<file path="src/hdl/lmcl_pkg.sv">
`timescale 1ns / 1ps
package lmcl_pkg;
    localparam int PIXELS_DEF = 512;
    localparam logic [15:0] FULL_UA_RST = 16'd20000;
    localparam logic [15:0] MAX_MA_RST  = 16'd2000;
    localparam logic [24:0] TOTAL_MAX   = 25'h1FFFFFF;

    typedef enum logic [1:0] {
        CMD_WRITE  = 2'd0,
        CMD_FILL   = 2'd1,
        CMD_RENDER = 2'd2,
        CMD_READ   = 2'd3
    } t_cmd;

    localparam logic CFG_FULL = 1'b0;
    localparam logic CFG_MAX  = 1'b1;

    // controller to datapath
    typedef struct packed {
        logic load;      // capture the item fields
        logic clr_sum;   // clear accumulator
        logic acc;       // add read data to accumulator
        logic calc;      // start current computation
        logic div_start; // start divider on current pixel
        logic wr_item;   // write pixel from item
        logic wr_fill;   // write fill color at sweep address
        logic wr_scale;  // write scaled pixel at sweep address
        logic rd_item;   // issue ram read at item index
        logic adr_clr;   // reset sweep address
        logic adr_inc;   // advance sweep address
        logic emit;      // drive a result
        logic emit_rd;   // result carries read data
        logic emit_rn;   // result carries render data
        logic emit_er;   // result carries error
    } t_ctl;

    // datapath to controller
    typedef struct packed {
        logic adr_last;
        logic calc_done;
        logic div_done;
        logic over;
        logic bad_xy;
    } t_sts;
endpackage

</file>
<file path="src/hdl/lmcl_ctrl.sv">
`timescale 1ns / 1ps
module lmcl_ctrl (
    input  logic           i_clk,
    input  logic           i_rst_n,
    input  logic           start,
    input  lmcl_pkg::t_cmd i_cmd,
    input  lmcl_pkg::t_sts i_sts,
    output logic           busy,
    output lmcl_pkg::t_ctl o_ctl
);
    import lmcl_pkg::*;

    typedef enum logic [3:0] {
        S_IDLE, S_CLEAR, S_DECODE, S_FILL, S_RD_WAIT, S_SUM_RD, S_SUM_LAST,
        S_CALC, S_SC_RD, S_SC_DIV, S_SC_WR, S_DONE
    } t_state;

    t_state r_state, n_state;
    logic   r_inited, n_inited;
    t_cmd   r_cmd, n_cmd;
    logic   r_limited, n_limited;
    t_ctl   n_ctl;

    always_comb begin
        n_state   = r_state;
        n_inited  = r_inited;
        n_cmd     = r_cmd;
        n_limited = r_limited;
        n_ctl     = '0;
        case (r_state)
            S_CLEAR: begin
                n_ctl.wr_fill = 1'b1;
                n_ctl.adr_inc = 1'b1;
                if (i_sts.adr_last) begin
                    n_inited = 1'b1;
                    n_state  = S_IDLE;
                end
            end
            S_IDLE: begin
                if (start) begin
                    n_ctl.load = 1'b1;
                    n_cmd      = i_cmd;
                    n_state    = S_DECODE;
                end
            end
            S_DECODE: begin
                n_ctl.adr_clr = 1'b1;
                case (r_cmd)
                    CMD_WRITE: begin
                        n_ctl.wr_item = ~i_sts.bad_xy;
                        n_ctl.emit    = 1'b1;
                        n_ctl.emit_er = i_sts.bad_xy;
                        n_state       = S_IDLE;
                    end
                    CMD_FILL:   n_state = S_FILL;
                    CMD_RENDER: begin
                        n_ctl.clr_sum = 1'b1;
                        n_state       = S_SUM_RD;
                    end
                    default: begin
                        n_ctl.rd_item = 1'b1;
                        n_state       = S_RD_WAIT;
                    end
                endcase
            end
            S_RD_WAIT: begin
                n_ctl.emit    = 1'b1;
                n_ctl.emit_rd = 1'b1;
                n_state       = S_IDLE;
            end
            S_FILL: begin
                n_ctl.wr_fill = 1'b1;
                n_ctl.adr_inc = 1'b1;
                if (i_sts.adr_last) begin
                    n_ctl.emit = 1'b1;
                    n_state    = S_IDLE;
                end
            end
            // read every pixel; the sum takes each pixel's data in the cycle after its address
            S_SUM_RD: begin
                n_ctl.acc     = (r_limited);
                n_ctl.adr_inc = 1'b1;
                n_limited     = 1'b1;
                if (i_sts.adr_last) n_state = S_SUM_LAST;
            end
            S_SUM_LAST: begin
                n_ctl.acc = 1'b1;
                n_limited = 1'b0;
                n_ctl.calc = 1'b1;
                n_state   = S_CALC;
            end
            S_CALC: begin
                n_ctl.adr_clr = 1'b1;
                if (i_sts.calc_done) begin
                    n_limited = i_sts.over;
                    if (i_sts.over) n_state = S_SC_RD;
                    else            n_state = S_DONE;
                end
            end
            S_SC_RD: begin
                n_state  = S_SC_DIV;
            end
            S_SC_DIV: begin
                n_ctl.div_start = 1'b1;
                n_state         = S_SC_WR;
            end
            S_SC_WR: begin
                if (i_sts.div_done) begin
                    n_ctl.wr_scale = 1'b1;
                    n_ctl.adr_inc  = 1'b1;
                    n_state        = i_sts.adr_last ? S_DONE : S_SC_RD;
                end
            end
            S_DONE: begin
                n_ctl.emit    = 1'b1;
                n_ctl.emit_rn = 1'b1;
                n_limited     = 1'b0;
                n_state       = S_IDLE;
            end
            default: n_state = S_IDLE;
        endcase
    end

    always_ff @(posedge i_clk) begin
        if (!i_rst_n) begin
            r_state   <= S_CLEAR;
            r_inited  <= 1'b0;
            r_cmd     <= CMD_WRITE;
            r_limited <= 1'b0;
        end else begin
            r_state   <= n_state;
            r_inited  <= n_inited;
            r_cmd     <= n_cmd;
            r_limited <= n_limited;
        end
    end

    assign busy  = (r_state != S_IDLE) || !r_inited;
    assign o_ctl = n_ctl;
endmodule

</file>
<file path="config.mk">
export PLATFORM = sky130hd
export DESIGN_NAME = lmcl_ctrl
export DESIGN_NICKNAME = d
export VERILOG_FILES = /design/src/hdl/lmcl_pkg.sv /design/src/hdl/lmcl_ctrl.sv
export SDC_FILE = /design/constraint.sdc
export NUM_CORES = 1
export LEC_CHECK = 0
export BUFFER_PORTS_ARGS = -buffer_cell sky130_fd_sc_hd__buf_2
export CORE_UTILIZATION = 49
export CTS_CLUSTER_DIAMETER = 100
export DETAILED_ROUTE_END_ITERATION = 10
export PLACE_DENSITY = 0.86
export SLEW_MARGIN = 25
export SYNTH_ARGS = -nofsm -noshare
export SYNTH_HDL_FRONTEND = slang
export SYNTH_SLANG_ARGS = --single-unit
</file>
<file path="constraint.sdc">
create_clock -name i_clk -period 2.3 [get_ports i_clk]
set_clock_uncertainty 0.15 [all_clocks]
set_input_delay 0.575 -clock i_clk [delete_from_list [all_inputs] [get_ports i_clk]]
set_output_delay 0.575 -clock i_clk [all_outputs]
set_load 0.01 [all_outputs]
</file>
==> results by group, run 1 <==
Run status
  • Status: finished clean

STA
  • Final Hold Fails: 0
  • Actual transition at the worst max-transition pin: 0.519 ns
  • Highest clock frequency the design can meet: 464 MHz
  • Final-layout worst hold slack: 0.345 ns
  • Unrepaired setup endpoints after global routing: true
  • Final setup fails: 0
  • Slack of the critical path: 0.146 ns
  • Sum of negative setup slack: 0 ns
  • Worst slew margin relative to its limit: 64.5%
  • Final worst path period share: 93.6%
  • Final critical-path required period: 2.15 ns
  • Final Slew Violations: 0

Power and ir drop
  • Cell Int Power: 267 uW
  • Fraction of power consumed by the clock network: 25.6%
  • Power per Cell Area: 426 nW/um2
  • Sw Pwr: 128 uW
  • Worst ir drop on vdd: 0.000328 V
  • Sequential fraction of design power: 41.5%
  • Static leakage power: 0.452 nW
  • Combinational group share of total power: 33.0%
  • Power Total: 395 uW
  • Switch share: 32.5%

Worst setup path
  • Family with the most delay on the worst path: flip-flops
  • Required @ worst endpoint: 1.57 ns
  • Instance count on the critical path: 7
  • FF-to-FF End: r_state[2]
  • Startpoint of the worst register-to-register path: r_state[1]
  • Depth of the most critical reg-to-reg path: 5
  • Critical Path End Type: output pin
  • Maximum cell stage delay along the critical path: 0.36 ns
  • Critical path destination: o_ctl[3]
  • Crit Path Category: flip-flop to output pin
  • Cell with the largest stage delay on the worst path: sky130_fd_sc_hd__dfxtp_1
  • CP startpoint: r_cmd[1]
  • Maximum fanout along the worst path: 5
  • FF-to-FF setup slack: 0.47 ns
  • Worst path bufs/invs: 2
  • CP Launch Type: flip-flop
  • Data arrival time of the critical path: 1.43 ns
  • Worst-path cell chain: inv_1 -> ha_1 -> nand2_1 -> nor2_1 -> a21oi_1 -> o32ai_1 -> buf_2

Place
  • Number of placed instances with taps included: 137
  • Worst slack at placement: 0.256 ns
  • Port bufs: 25
  • Detailed placement HPWL: 1.43 mm
  • Placed instance area: 901 um2
  • GPL Wtd Cong: 0.859

Logic synthesis
  • Top FF cell, synth: sky130_fd_sc_hd__dfxtp_1
  • Post-Synthesis Cell Area: 773 um2
  • Async set-or-reset flop fraction in the synthesized netlist: 0%
  • Count of cell types in the netlist: 37
  • Net count after synthesis: 115
  • Register area share after synthesis: 20.7%
  • Number of synthesized register bits: 8
  • Top area cells in the synthesized netlist: sky130_fd_sc_hd__dfxtp_1 (21%), sky130_fd_sc_hd__ha_1 (8.1%), sky130_fd_sc_hd__nor2_1 (4.9%)
  • Mapped Avg Cell Area: 7.73 um2
  • Number of flops mapped to enable cells by yosys: 0
  • Count of synthesis-stage warnings from yosys: 0
  • Post-Synthesis Cells: 100
  • Yosys top cell by area: sky130_fd_sc_hd__dfxtp_1
  • Synth top area share: 20.7%

Global routing
  • All-Layer GR Usage: 22.5%
  • Antenna violations before repair: 0
  • Number of global-route vias before repair: 755
  • Wire length of the first global-routing pass: 3.15 mm
  • Total gr overflow: 0
  • Maximum number of pins on one net before global-route repair: 18

Floorplanning
  • Initial Util: 55.9%
  • IO Count: 26
  • Vertical extent of the die: 41.7 um
  • Std-Cell Core Area: 1380 um2
  • Area enclosed by the die boundary: 1740 um2
  • Width of the die: 41.7 um
  • Number of rows created at floorplan: 13

Routing
  • Post-detailed-route DRC marker count: 0
  • Avg WL per Cell: 13.4 um
  • First-pass iteration count of the detailed router: 4
  • First-iteration detailed-routing DRC count: 17
  • Vias post-DR: 842
  • Sum of routed wire length over all layers: 1.87 mm
  • Antenna-violating nets left: 0
  • Via density per instance: 6.01

Clocking
  • Hold bufs inserted after CTS: 0
  • Buffers from clock root to sink, at most: 2
  • Number of sinks on the clock net: 8
  • CTS Root Cell: sky130_fd_sc_hd__clkbuf_4
  • Latest clock arrival within the worst-skew pair: 0.25 ns
  • CTS buffer count: 3
  • H-Tree Depth: 1
  • Clock-pin slew of the registers on the worst-case setup and hold paths: 0.05 ns
  • Clock tree from TritonCTS: done

Layout
  • Final net count: 142
  • Post-route cell area: 928 um2
  • Number of fill cells in the layout: 121
  • Share of post-route cells with drive strength above 1: 32.8%
  • # diodes: 0
  • Layout Cells excl Fill: 140
  • Fraction of the core area covered by cells at the end of the flow: 67.1%
  • Layout area overhead: 20.1%

Job
  • Max-cap violation count: 0

Worst hold path
  • Hold/Removal Path Class: flip-flop to flip-flop
-- timing repair --
action | CTS | global route
buffers inserted | 0 | 0
setup endpoints to repair | 0 | 6
gates resized for setup | 0 | 4
-- worst reg2reg max path, stage by stage, from the launching register on --
cell and delay (ns):
sky130_fd_sc_hd__dfxtp_2 0.39, sky130_fd_sc_hd__buf_4 0.19, sky130_fd_sc_hd__nor2b_1 0.26, sky130_fd_sc_hd__o21ai_0 0.16, sky130_fd_sc_hd__a2111oi_1 0.42, sky130_fd_sc_hd__o21a_1 0.19
-- synth_stat cells (all sizes together) (4+ instances only) --
master	instances
and3	4
a21oi	6
inv	6
nor3	4
nand2b	5
nand3	5
nor2b	6
ha	5
o21ai	7
buf	6
dfxtp	8
nor2	10
-- layout by cell type (no fill, tap or decap), types with 2 or more instances in the layout --
| master | n |
|---|---|
| sky130_fd_sc_hd__o22ai_1 | 2 |
| sky130_fd_sc_hd__nor2_1 | 10 |
| sky130_fd_sc_hd__nor2b_1 | 6 |
| sky130_fd_sc_hd__nand3_1 | 5 |
| sky130_fd_sc_hd__buf_2 | 25 |
| sky130_fd_sc_hd__mux2i_1 | 2 |
| sky130_fd_sc_hd__a21oi_1 | 5 |
| sky130_fd_sc_hd__nand2b_1 | 5 |
| sky130_fd_sc_hd__dfxtp_2 | 4 |
| sky130_fd_sc_hd__dfxtp_1 | 4 |
| sky130_fd_sc_hd__nand2_1 | 2 |
| sky130_fd_sc_hd__nor3_1 | 4 |
| sky130_fd_sc_hd__and3_1 | 4 |
| sky130_fd_sc_hd__a31oi_1 | 2 |
| sky130_fd_sc_hd__o21ai_0 | 7 |
| sky130_fd_sc_hd__clkbuf_4 | 3 |
| sky130_fd_sc_hd__buf_4 | 3 |
| sky130_fd_sc_hd__o21bai_1 | 2 |
| sky130_fd_sc_hd__ha_1 | 5 |
| sky130_fd_sc_hd__inv_1 | 6 |
| sky130_fd_sc_hd__a21o_1 | 2 |
-- per-layer routing --
metal  vias to the layer above  share of wire [%]  global-route usage (%)
met5                         -                  0                       0
met4                         0               0.70                    12.3
met3                         4                4.1                    1.74
met2                        31                 49                    38.1
met1                       387                 46                    27.7
li1                        420                  -                       -
-- sequential cells by signal, summed over array words and instances, names as in the netlist --
name       count
r_state        4
r_cmd          2
r_inited       1
r_limited      1
-- power by group through the flow --
stage,logic (mW),clock network (mW),registers [mW]
global placement,0.126,0,0.164
global route,0.145,0.116,0.165
finish,0.130,0.101,0.164
CTS,0.130,0.107,0.162
floorplan,0.102,0,0.155
detailed placement,0.129,0,0.165
-- worst min-delay path by stage --
stage               endpoint  cells after the start     start
finish              r_inited                      2  r_inited
global route        r_inited                      2  r_inited
CTS                 r_inited                      2  r_inited
detailed placement  r_inited                      2  r_inited
global placement    r_inited                      2  r_inited
floorplan           r_inited                      2  r_inited
-- area by class of cell --
cell class | instances | area [um2] | area share (%)
clock buffer | 3 | 22.5 | 2.43
multi-input combinational | 80 | 552 | 59.4
tap | 15 | 18.8 | 2.02
sequential | 8 | 165 | 17.8
inverter | 6 | 22.5 | 2.43
timing repair buffer | 28 | 148 | 15.9
-- kinds of logic after synthesis --
kind of cell,synth area share [%]
DFF,20.7
and+or+nand+nor,29.8
muxes,2.59
AOI/OAI and AO/OA,29.8
buffers and inverters,7.93
adders and majority gates,8.09
xor gates and xnor gates,1.13
No activity file was read; power rests on OpenSTA's default activity.
==> run 2, diff against run 1 <==
Settings changed: CELL_PAD_IN_SITES_DETAIL_PLACEMENT set to 2, CELL_PAD_IN_SITES_GLOBAL_PLACEMENT set to 2, CORE_ASPECT_RATIO set to 2, CORE_UTILIZATION 49 to 27.
==> results by group, run 2 (synthesis results as in run 1) <==
Power and ir drop
  • Static leakage power: 0.468 nW
  • Worst ir drop on vdd: 0.000319 V
  • Power per Cell Area: 484 nW/um2
  • Power Total: 480 uW

Place
  • Placed instance area: 926 um2
  • Port bufs: 25
  • Worst slack at placement: 0.232 ns
  • GPL Wtd Cong: 0.918
  • Detailed placement HPWL: 2.14 mm
  • Number of placed instances with taps included: 152

Global routing
  • Number of global-route vias before repair: 926
  • Antenna violations before repair: 0
  • Wire length of the first global-routing pass: 4.40 mm
  • Top Usage Layer GRT: met2
  • Fraction of met1 tracks used by global routing: 20.7%
  • All-Layer GR Usage: 19.8%
  • Fraction of met2 tracks used by global routing: 36.7%
  • Fraction of met3 tracks used by global routing: 1.43%
  • Maximum number of pins on one net before global-route repair: 18
  • Total gr overflow: 0

STA
  • Final setup fails: 0
  • Worst slew margin relative to its limit: 69.0%
  • Final critical-path required period: 2.24 ns
  • Final Slew Violations: 0
  • Final worst path period share: 97.3%
  • Actual transition at the worst max-transition pin: 0.454 ns
  • Slack of the critical path: 0.0610 ns
  • Final Hold Fails: 0
  • Highest clock frequency the design can meet: 447 MHz

Layout
  • Final net count: 143
  • Layout area overhead: 28.3%
  • Biggest register: r_state
  • Commonest cells after routing, fill and taps aside: sky130_fd_sc_hd__buf_2 (25), sky130_fd_sc_hd__nor2_1 (9), sky130_fd_sc_hd__o21ai_0 (7)
  • Post-route cell area: 992 um2
  • Largest registers: r_state: 4 flops, r_cmd: 2 flops
  • # diodes: 0
  • Leading cell type in the layout, fill and taps excluded: sky130_fd_sc_hd__buf_2
  • Number of flip-flops under the largest register name: 4
  • Layout Cells excl Fill: 155
  • Fraction of the core area covered by cells at the end of the flow: 36.3%
  • Share of post-route cells with drive strength above 1: 36.5%

Floorplanning
  • Initial Util: 28.3%
  • IO Count: 26
  • Area enclosed by the die boundary: 3090 um2
  • Width of the die: 39.8 um
  • Number of rows created at floorplan: 27
  • Vertical extent of the die: 77.7 um
  • Std-Cell Core Area: 2740 um2

Routing
  • Antenna-violating nets left: 0
  • First-iteration detailed-routing DRC count: 12
  • Sum of routed wire length over all layers: 2.79 mm
  • First-pass iteration count of the detailed router: 4
  • Via density per instance: 5.55
  • Avg WL per Cell: 18.0 um
  • Post-detailed-route DRC marker count: 0
  • Vias post-DR: 861

Clocking
  • Buffers from clock root to sink, at most: 2
  • Latest clock arrival within the worst-skew pair: 0.23 ns
  • CTS Root Cell: sky130_fd_sc_hd__clkbuf_8
  • Post-CTS Repair Setup Buffers: 0
  • H-Tree Depth: 1
  • Number of sinks on the clock net: 8
  • CTS buffer count: 3
  • Clock tree from TritonCTS: done
  • Clock-pin slew of the registers on the worst-case setup and hold paths: 0.04 ns
  • Hold bufs inserted after CTS: 0

Job
  • Max-cap violation count: 0

Worst hold path
  • Hold/Removal Path Class: flip-flop to flip-flop

Run status
  • Status: finished clean

Worst setup path
  • CP Launch Type: flip-flop
  • Critical Path End Type: output pin
  • Maximum fanout along the worst path: 8
  • Required @ worst endpoint: 1.57 ns
  • Data arrival time of the critical path: 1.51 ns
  • Crit Path Category: flip-flop to output pin
## run 2: layout make-up
class / count / area (um2)
Sequential cell: 8 / 168
Multi-Input combinational cell: 80 / 567
Inverter: 6 / 25.0
Tap cell: 29 / 36.3
Fill cell: 326 / 1740
Clock buffer: 3 / 41.3
Timing Repair Buffer: 29 / 155
## run 2: what timing repair did
action / 4_1_cts / 5_1_grt
setup endpoints to repair: 3 / 5
pin swaps: 0 / 2
resized for setup: 1 / 10
cloned: 0 / 0
## run 2: power breakdown
part	switching, mW	leakage, nW	internal (mW)
logic	0.0844	0.378	0.0644
registers	0.0145	0.0677	0.148
clock network	0.0557	0.0216	0.113
total	0.155	0.468	0.325
## run 2: worst paths after layout
kind                endpoint  depth (start not counted)  slack [ns]  startpoint
hold / removal      r_inited                          2        0.36    r_inited
hold reg to reg     r_inited                          2        0.36    r_inited
setup reg to reg  r_state[2]                          5        0.41  r_state[0]
setup / recovery    o_ctl[3]                          5        0.06  r_state[1]
## run 2: worst max-delay path, stage by stage, from the launching register on
cell	delay [ns]
sky130_fd_sc_hd__dfxtp_1	0.39
sky130_fd_sc_hd__buf_4	0.20
sky130_fd_sc_hd__inv_1	0.14
sky130_fd_sc_hd__a21oi_1	0.10
sky130_fd_sc_hd__o32ai_1	0.28
sky130_fd_sc_hd__buf_2	0.18
## run 2: through the flow
step	hold slack, ns	setup TNS, ns
5_1_grt	0.395	-0.00246
3_3_place_gp	0.326	0
6_report	0.362	0
3_5_place_dp	0.352	0
2_1_floorplan	0.308	0
4_1_cts	0.367	0
## run 2: layer usage
metal | part of all wire (%) | wire (um) | vias to the layer above
li1 | - | - | 417
met1 | 36 | 1010 | 422
met2 | 60 | 1680 | 16
met3 | 1.8 | 51 | 6
met4 | 1.9 | 52 | 0
met5 | 0 | 0 | -
